--- src/hw/rtl/wpce_pkg.sv ---
// shared types and constants for the walsh pilot channel estimator
package wpce_pkg;

   localparam int NUM_TX      = 3;
   localparam int TX_W        = 2;
   localparam int ROW_W       = 8;
   localparam int EST_W       = 17;
   localparam int RSP_TDATA_W = 40;
   localparam int INV_SQRT2_Q16 = 46341;
   localparam int EST_MAX     = 65535;
   localparam int EST_MIN     = -65536;
   localparam int Q16_SHIFT   = 16;

   typedef enum logic [1:0] {
      CSR_ROW_TX0 = 2'd0,
      CSR_ROW_TX1 = 2'd1,
      CSR_ROW_TX2 = 2'd2,
      CSR_UNUSED  = 2'd3
   } csr_index_type;

   typedef enum logic [TX_W-1:0] {
      TX0 = 2'd0,
      TX1 = 2'd1,
      TX2 = 2'd2
   } tx_type;

   typedef logic [NUM_TX-1:0][ROW_W-1:0] rows_type;

endpackage

--- src/hw/rtl/wpce_corr.sv ---
// symbol counter and pilot correlation accumulators
module wpce_corr import wpce_pkg::*; #(
   parameter int NUM_PILOTS   = 16,
   parameter int SAMPLE_WIDTH = 16,
   parameter int ACC_W        = SAMPLE_WIDTH + 2 + $clog2(NUM_PILOTS)
) (
   input  logic                           clock,
   input  logic                           reset,
   input  logic                           fire,
   input  logic signed [SAMPLE_WIDTH-1:0] rx_re,
   input  logic signed [SAMPLE_WIDTH-1:0] rx_im,
   input  rows_type                       rows,
   output logic                           last_sym,
   output logic                           grp_done,
   output logic [NUM_TX-1:0][ACC_W-1:0]   grp_re,
   output logic [NUM_TX-1:0][ACC_W-1:0]   grp_im
);

   localparam int CNT_W  = $clog2(NUM_PILOTS);
   localparam int TERM_W = SAMPLE_WIDTH + 2;

   logic [CNT_W-1:0] cnt_ff, cnt_in;
   logic signed [ACC_W-1:0] acc_re_ff [NUM_TX];
   logic signed [ACC_W-1:0] acc_im_ff [NUM_TX];
   logic signed [ACC_W-1:0] sum_re [NUM_TX];
   logic signed [ACC_W-1:0] sum_im [NUM_TX];
   logic [CNT_W-1:0] mir;
   logic [ROW_W-1:0] s8, m8;
   logic signed [TERM_W-1:0] re_x, im_x;

   assign last_sym = (cnt_ff == CNT_W'(NUM_PILOTS - 1));
   assign grp_done = fire && last_sym;
   assign mir      = CNT_W'(NUM_PILOTS - 1) - cnt_ff;
   assign s8       = ROW_W'(cnt_ff);
   assign m8       = ROW_W'(mir);
   assign re_x     = TERM_W'(rx_re);
   assign im_x     = TERM_W'(rx_im);
   assign cnt_in   = last_sym ? '0 : cnt_ff + 1'b1;

   always_comb begin
      for (int t = 0; t < NUM_TX; t++) begin
         logic sa, sb;
         logic signed [TERM_W-1:0] tre, tim;
         sa = ^(rows[t] & s8);
         sb = ^(rows[t] & m8);
         // conj(chip) * sample without the 1/sqrt2 factor
         tre = (sa ? -re_x : re_x) + (sb ? -im_x : im_x);
         tim = (sa ? -im_x : im_x) + (sb ? re_x : -re_x);
         sum_re[t] = acc_re_ff[t] + ACC_W'(tre);
         sum_im[t] = acc_im_ff[t] + ACC_W'(tim);
         grp_re[t] = sum_re[t];
         grp_im[t] = sum_im[t];
      end
   end

   always_ff @(posedge clock) begin
      if (reset) begin
         cnt_ff <= '0;
         for (int t = 0; t < NUM_TX; t++) begin
            acc_re_ff[t] <= '0;
            acc_im_ff[t] <= '0;
         end
      end else if (fire) begin
         cnt_ff <= cnt_in;
         for (int t = 0; t < NUM_TX; t++) begin
            acc_re_ff[t] <= last_sym ? '0 : sum_re[t];
            acc_im_ff[t] <= last_sym ? '0 : sum_im[t];
         end
      end
   end

endmodule

--- src/hw/rtl/wpce_out.sv ---
// group snapshot, estimate scaling and result register
module wpce_out import wpce_pkg::*; #(
   parameter int NUM_PILOTS   = 16,
   parameter int ACC_W        = 22
) (
   input  logic                         clock,
   input  logic                         reset,
   input  logic                         grp_done,
   input  logic [NUM_TX-1:0][ACC_W-1:0] grp_re,
   input  logic [NUM_TX-1:0][ACC_W-1:0] grp_im,
   output logic                         busy,
   output logic                         rsp_valid,
   input  logic                         rsp_ready,
   output logic signed [EST_W-1:0]      est_re,
   output logic signed [EST_W-1:0]      est_im,
   output logic [TX_W-1:0]              tx_index,
   output logic                         last
);

   localparam int SH     = Q16_SHIFT + $clog2(NUM_PILOTS + 1) - 1;
   localparam int PROD_W = ACC_W + 18;
   localparam logic signed [PROD_W-1:0] ROUND_K = PROD_W'(1) << (SH - 1);
   localparam logic signed [PROD_W-1:0] SAT_HI  = PROD_W'(EST_MAX);
   localparam logic signed [PROD_W-1:0] SAT_LO  = PROD_W'(EST_MIN);
   localparam logic signed [17:0]       K_SCALE = 18'(INV_SQRT2_Q16);

   logic signed [ACC_W-1:0] snap_re_ff [NUM_TX];
   logic signed [ACC_W-1:0] snap_im_ff [NUM_TX];
   logic                    busy_ff, busy_in;
   logic [TX_W-1:0]         idx_ff;
   logic                    valid_ff;
   logic signed [EST_W-1:0] re_ff, im_ff, re_in, im_in;
   logic [TX_W-1:0]         tx_ff;
   logic                    last_ff;
   logic                    out_free, emit;

   function automatic logic signed [EST_W-1:0] scale_est(input logic signed [ACC_W-1:0] a);
      logic signed [PROD_W-1:0] p;
      logic signed [PROD_W-1:0] r;
      p = PROD_W'(a) * PROD_W'(K_SCALE) + ROUND_K;
      r = p >>> SH;
      if (r > SAT_HI) begin
         r = SAT_HI;
      end
      if (r < SAT_LO) begin
         r = SAT_LO;
      end
      return EST_W'(r);
   endfunction

   assign out_free = !valid_ff || rsp_ready;
   assign emit     = busy_ff && out_free;
   assign re_in    = scale_est(snap_re_ff[idx_ff]);
   assign im_in    = scale_est(snap_im_ff[idx_ff]);

   always_comb begin
      busy_in = busy_ff;
      if (grp_done) begin
         busy_in = 1'b1;
      end else if (emit && idx_ff == TX2) begin
         busy_in = 1'b0;
      end
   end

   always_ff @(posedge clock) begin
      if (reset) begin
         busy_ff  <= 1'b0;
         idx_ff   <= TX0;
         valid_ff <= 1'b0;
      end else begin
         busy_ff <= busy_in;
         if (grp_done) begin
            idx_ff <= TX0;
         end else if (emit) begin
            idx_ff <= idx_ff + 1'b1;
         end
         if (out_free) begin
            valid_ff <= busy_ff;
         end
      end
      if (grp_done) begin
         for (int t = 0; t < NUM_TX; t++) begin
            snap_re_ff[t] <= grp_re[t];
            snap_im_ff[t] <= grp_im[t];
         end
      end
      if (emit) begin
         re_ff   <= re_in;
         im_ff   <= im_in;
         tx_ff   <= idx_ff;
         last_ff <= (idx_ff == TX2);
      end
   end

   assign busy      = busy_ff;
   assign rsp_valid = valid_ff;
   assign est_re    = re_ff;
   assign est_im    = im_ff;
   assign tx_index  = tx_ff;
   assign last      = last_ff;

endmodule

--- src/hw/rtl/walsh_pilot_channel_estimator.sv ---
// top level of the walsh-hadamard pilot channel estimator
//
//  channel | dir | handshake         | payload
//  req     | in  | tvalid / tready   | tdata: rx_re, rx_im
//  rsp     | out | tvalid / tready   | tdata: est_re, est_im; tuser: tx_index; tlast: last
//  csr     | in  | write             | index, data (8-bit code rows)
//
// one request is taken per cycle while req_tready is high; a group of NUM_PILOTS
// requests yields three responses, which leave one per cycle from the result
// register while rsp_tready is high. the request that closes a group waits
// until the single snapshot buffer has handed the prior group's three to the result register.
// reset clears the symbol counter, accumulators and code rows to 0, 1, 2.
module walsh_pilot_channel_estimator import wpce_pkg::*; #(
   parameter int NUM_PILOTS   = 16,
   parameter int SAMPLE_WIDTH = 16
) (
   input  logic                                    clock,
   input  logic                                    reset,
   input  logic                                    req_tvalid,
   output logic                                    req_tready,
   // rx_re, rx_im
   input  logic [((2*SAMPLE_WIDTH+7)/8)*8-1:0]     req_tdata,
   output logic                                    rsp_tvalid,
   input  logic                                    rsp_tready,
   // est_re, est_im
   output logic [RSP_TDATA_W-1:0]                  rsp_tdata,
   // tx_index
   output logic [TX_W-1:0]                         rsp_tuser,
   output logic                                    rsp_tlast,
   input  logic                                    csr_write,
   input  logic [1:0]                              csr_index,
   input  logic [ROW_W-1:0]                        csr_data
);

   localparam int ACC_W = SAMPLE_WIDTH + 2 + $clog2(NUM_PILOTS);

   rows_type                     rows_ff;
   logic                         req_fire;
   logic                         last_sym, grp_done, busy;
   logic [NUM_TX-1:0][ACC_W-1:0] grp_re, grp_im;
   logic signed [EST_W-1:0]      est_re, est_im;
   logic                         rsp_fire;

   always_ff @(posedge clock) begin
      if (reset) begin
         rows_ff[0] <= ROW_W'(0);
         rows_ff[1] <= ROW_W'(1);
         rows_ff[2] <= ROW_W'(2);
      end else if (csr_write) begin
         unique case (csr_index_type'(csr_index))
            CSR_ROW_TX0: rows_ff[0] <= csr_data;
            CSR_ROW_TX1: rows_ff[1] <= csr_data;
            CSR_ROW_TX2: rows_ff[2] <= csr_data;
            default: ;
         endcase
      end
   end

   assign req_tready = !last_sym || !busy;
   assign req_fire   = req_tvalid && req_tready;
   assign rsp_fire   = rsp_tvalid && rsp_tready;

   wpce_corr #(
      .NUM_PILOTS  (NUM_PILOTS),
      .SAMPLE_WIDTH(SAMPLE_WIDTH),
      .ACC_W       (ACC_W)
   ) u_corr (
      .clock   (clock),
      .reset   (reset),
      .fire    (req_fire),
      .rx_re   (req_tdata[SAMPLE_WIDTH-1:0]),
      .rx_im   (req_tdata[2*SAMPLE_WIDTH-1:SAMPLE_WIDTH]),
      .rows    (rows_ff),
      .last_sym(last_sym),
      .grp_done(grp_done),
      .grp_re  (grp_re),
      .grp_im  (grp_im)
   );

   wpce_out #(
      .NUM_PILOTS(NUM_PILOTS),
      .ACC_W     (ACC_W)
   ) u_out (
      .clock    (clock),
      .reset    (reset),
      .grp_done (grp_done),
      .grp_re   (grp_re),
      .grp_im   (grp_im),
      .busy     (busy),
      .rsp_valid(rsp_tvalid),
      .rsp_ready(rsp_tready),
      .est_re   (est_re),
      .est_im   (est_im),
      .tx_index (rsp_tuser),
      .last     (rsp_tlast)
   );

   assign rsp_tdata = {(RSP_TDATA_W - 2*EST_W)'(0), est_im, est_re};

   // a closed group always leaves the snapshot buffer busy
   a_group_busy: assert property (@(posedge clock) disable iff (reset)
      grp_done |=> busy)
      else $error("snapshot buffer not busy after group end");

   // tlast marks exactly the third transmitter
   a_last_tx: assert property (@(posedge clock) disable iff (reset)
      rsp_tvalid |-> (rsp_tlast == (rsp_tuser == TX2)))
      else $error("tlast does not match tx index");

   // a group never closes while the snapshot buffer still holds the previous one
   a_no_overrun: assert property (@(posedge clock) disable iff (reset)
      busy && last_sym |-> !req_fire)
      else $error("group closed while snapshot busy");

   // responses keep transmitter order
   a_tx_order: assert property (@(posedge clock) disable iff (reset)
      rsp_fire && rsp_tuser == TX0 |=> !rsp_tvalid || rsp_tuser == TX1)
      else $error("transmitter order broken");

endmodule

--- config.mk ---
export PLATFORM = sky130hd
export DESIGN_NAME = walsh_pilot_channel_estimator
export DESIGN_NICKNAME = d
export VERILOG_FILES = /design/src/hw/rtl/wpce_pkg.sv /design/src/hw/rtl/wpce_corr.sv /design/src/hw/rtl/wpce_out.sv /design/src/hw/rtl/walsh_pilot_channel_estimator.sv
export SDC_FILE = /design/constraint.sdc
export NUM_CORES = 2
export LEC_CHECK = 0
export ABC_AREA = 1
export BUFFER_PORTS_ARGS = -buffer_cell sky130_fd_sc_hd__buf_2
export CORE_UTILIZATION = 62
export CTS_BUF_LIST = sky130_fd_sc_hd__clkbuf_8
export DETAILED_ROUTE_END_ITERATION = 16
export GPL_TIMING_DRIVEN = 0
export MAX_ROUTING_LAYER = met4
export PLACE_DENSITY = 0.9
export RECOVER_POWER = 25
export SETUP_SLACK_MARGIN = 0.2
export SLEW_MARGIN = 15
export SYNTH_ARGS = -nofsm -noshare
export SYNTH_HDL_FRONTEND = slang
export SYNTH_HIERARCHICAL = 1
export SYNTH_SLANG_ARGS = --single-unit
--- constraint.sdc ---
create_clock -name clock -period 17 [get_ports clock]
set_input_delay 1.7 -clock clock [delete_from_list [all_inputs] [get_ports clock]]
set_output_delay 1.7 -clock clock [all_outputs]
set_load 0.02 [all_outputs]
==> metrics.csv <==
stage;metric;value;unit
run_status;status;finished, violations left;
run_status;failing checks;capacitance limit, slew limit;
worst_hold_path;Worst Hold Class;reg2reg;
timing;Max Freq;126;MHz
clock_network;clk buf depth;3;
synthesis;Post-Synthesis Cells;5385;
timing;count of pins over their slew limit;136;
placed_design;Post-DP HPWL;100000;um
timing;unrepaired setup endpoints after global routing;no;
detailed_routing;DR pass1 iterations;7;
clock_network;Clock Sinks;323;
finish;Non-Filler Instances;6434;
clock_network;Post-CTS Hold Fix Bufs;0;
detailed_routing;wire per inst;19.0;um
timing;relative slew slack;-285;%
timing;setup TNS;0;ps
setup_path;R2R depth;26;
finish;multi-input logic area;27200;sq um
global_route;vias in the first global route;36800;
setup_path;RR Endpoint;u_out/est_im[13]$_SDFFCE_PP0P_;
clock_network;CTS H-Tree Depth;2;
timing;Worst Tran Pin Value;5770;ps
detailed_routing;ANT nets after route;0;
synthesis;Netlist Area Pre-Place;40900;sq um
timing;Finish-stage setup viols;0;
power_and_ir_drop;Lkg Pwr;22.4;nW
setup_path;Critical Path End;u_out/est_im[13]$_SDFFCE_PP0P_;
finish;share of cells above drive strength 1;5.38;%
flow_run;MaxCap Viol Count;2;
timing;Clock Skews;68.0;ps
power_and_ir_drop;worst vdd ir;0.104;mV
setup_path;WP data arrival;8370;ps
clock_network;# Post-CTS Setup Buffers;0;
clock_network;Clock Latency Late Sink;720;ps
detailed_routing;number of remaining DRC errors;0;
placed_design;PortBufs;67;
power_and_ir_drop;Power Density;125;nW/um^2
setup_path;crit start category;flip-flop;
detailed_routing;Top Metal Used;met4;
detailed_routing;WL met3;11100;um
finish;final core utilization;67.3;%
finish;Area Overhead vs Synth;6.54;%
detailed_routing;First DRT Iteration DRCs;4128;
setup_path;CP Class;reg2reg;
detailed_routing;Vias/cell;5.83;
synthesis;Syn. warnings;6;
die;CORE AREA;64800;sq um
finish;Fill cells;5345;
setup_path;R2R Setup Slk;9060;ps
synthesis;average cell area after synthesis;7.60;sq um
die;number of placement rows;93;
global_route;gr usage total;37.5;%
timing;crit share post-route;46.7;%
setup_path;crit-path max FO;10;
global_route;GR Overflow Total;0;
global_route;largest net degree at the start of global routing;98;
clock_network;# resized after CTS;0;
timing;setup ws final;9060;ps
placed_design;Final Wtd Congestion;1.16;
finish;Final nets;6370;
clock_network;CTS Buf Count;57;
setup_path;Setup crit end kind;flip-flop;
global_route;first-pass GRT wire length;191000;um
timing;Final Hold Vio Count;0;
die;die area;67000;sq um
clock_network;CTS tree;done;
clock_network;clock slew at reported path FFs;60;ps
detailed_routing;final wirelength;122000;um
die;Initial Util;63.1;%
global_route;initial antenna violation count;4;
die;Die Wd;259;um
timing;crit path time final;7940;ps
setup_path;WP data required;17420;ps
detailed_routing;Vias;37500;
finish;Reg area;9480;sq um
detailed_routing;routed wl met2;55100;um
clock_network;Clk Tree Root Cell;clkbuf_8;
die;I/O pins;92;
placed_design;Setup WS pre-CTS;9280;ps
detailed_routing;wl on met1;49300;um
placed_design;Placed Cells incl. Taps;6328;
die;die height;259;um
## cell usage in the layout (no fill, tap or decap), types with 21 or more instances in the layout
cell type,instances
nor4_1,21
a21boi_0,26
o21ai_1,33
ha_1,559
nor2_1,488
o21ai_0,295
a21o_1,39
fa_1,232
o21bai_1,28
inv_1,992
a21oi_2,21
a31oi_1,35
xor2_1,146
xnor2_1,94
nand3_1,170
nand2_1,1189
dfxtp_1,22
edfxtp_1,301
nand4_1,35
nor3_1,47
a21oi_1,336
clkbuf_1,63
buf_4,26
clkbuf_8,58
buf_2,79
## worst min-delay path by stage
stage | to | cells past startpoint | from
2_1_floorplan | u_out/tx_index[1]$_DFFE_PP_ | 0 | u_out/idx_ff[1]$_SDFFE_PP0P_
3_3_place_gp | u_out/tx_index[1]$_DFFE_PP_ | 0 | u_out/idx_ff[1]$_SDFFE_PP0P_
3_5_place_dp | u_out/tx_index[1]$_DFFE_PP_ | 0 | u_out/idx_ff[1]$_SDFFE_PP0P_
4_1_cts | u_out/tx_index[1]$_DFFE_PP_ | 0 | u_out/idx_ff[1]$_SDFFE_PP0P_
5_1_grt | u_out/tx_index[1]$_DFFE_PP_ | 0 | u_out/idx_ff[1]$_SDFFE_PP0P_
6_report | u_out/tx_index[1]$_DFFE_PP_ | 0 | u_out/idx_ff[1]$_SDFFE_PP0P_
## routing by layer
| metal | track usage, % | vias to the layer above |
|---|---|---|
| met3 | 6.06 | 453 |
| met1 | 46.5 | 17500 |
| met2 | 59.6 | 1877 |
| li1 | - | 17700 |
| met4 | 18.3 | 0 |
| met5 | - | - |
## per-stage QoR
step / power [W] / hold WS (ps) / instance area [sq um]
floorplan: 0.00363 / 435 / 40900
global placement: 0.00451 / 441 / 42300
detailed placement: 0.00459 / 464 / 42500
CTS: 0.00535 / 479 / 43700
global route: 0.00581 / 507 / 43600
finish: 0.00544 / 483 / 43600
## area by class of cell
cell class,instances,share of cell area [%]
antenna,1,0.00574
sequential,323,21.7
tap,855,2.45
multi-input combinational,3964,62.3
clock inverter,47,0.766
timing repair buffer,83,1.04
clock buffer,58,1.83
buffer,105,1.22
inverter,998,8.60
## registers in the layout (all words and copies together), names as in the netlist, named ones only
name / cells
u_out/idx_ff: 2
u_out/est_re: 17
u_out/busy: 1
u_corr/acc_re_ff: 66
u_out/last: 1
u_out/tx_index: 2
u_out/rsp_valid: 1
u_out/est_im: 17
u_corr/cnt_ff: 4
u_corr/acc_im_ff: 66
u_out/snap_im_ff: 66
rows_ff: 12
u_out/snap_re_ff: 66
## power breakdown
part / internal [W] / switching (W) / total, W / leakage (nW)
Combinational: 0.00109 / 0.00237 / 0.00347 / 18.6
Sequential: 0.00119 / 0.0000482 / 0.00124 / 3.15
Clock: 0.000382 / 0.000356 / 0.000738 / 0.622
## worst max-delay path, cell delays in order (launching register included)
cell and delay [ps]:
dfxtp_1 370, buf_4 230, clkbuf_1 580, clkbuf_1 550, a21oi_1 130, a21oi_1 840
ha_1 380, inv_1 100, fa_1 550, inv_1 60, fa_1 450, fa_1 490
fa_1 510, inv_1 60, fa_1 480, inv_1 50, ha_1 350, a21oi_1 250
a21boi_0 270, nand2_1 120, a21oi_1 170, nand3_1 100, nand2_1 90, nand3_2 100
nand2_4 100, buf_4 220, a21oi_2 70
(Power assumes the default switching activity.)
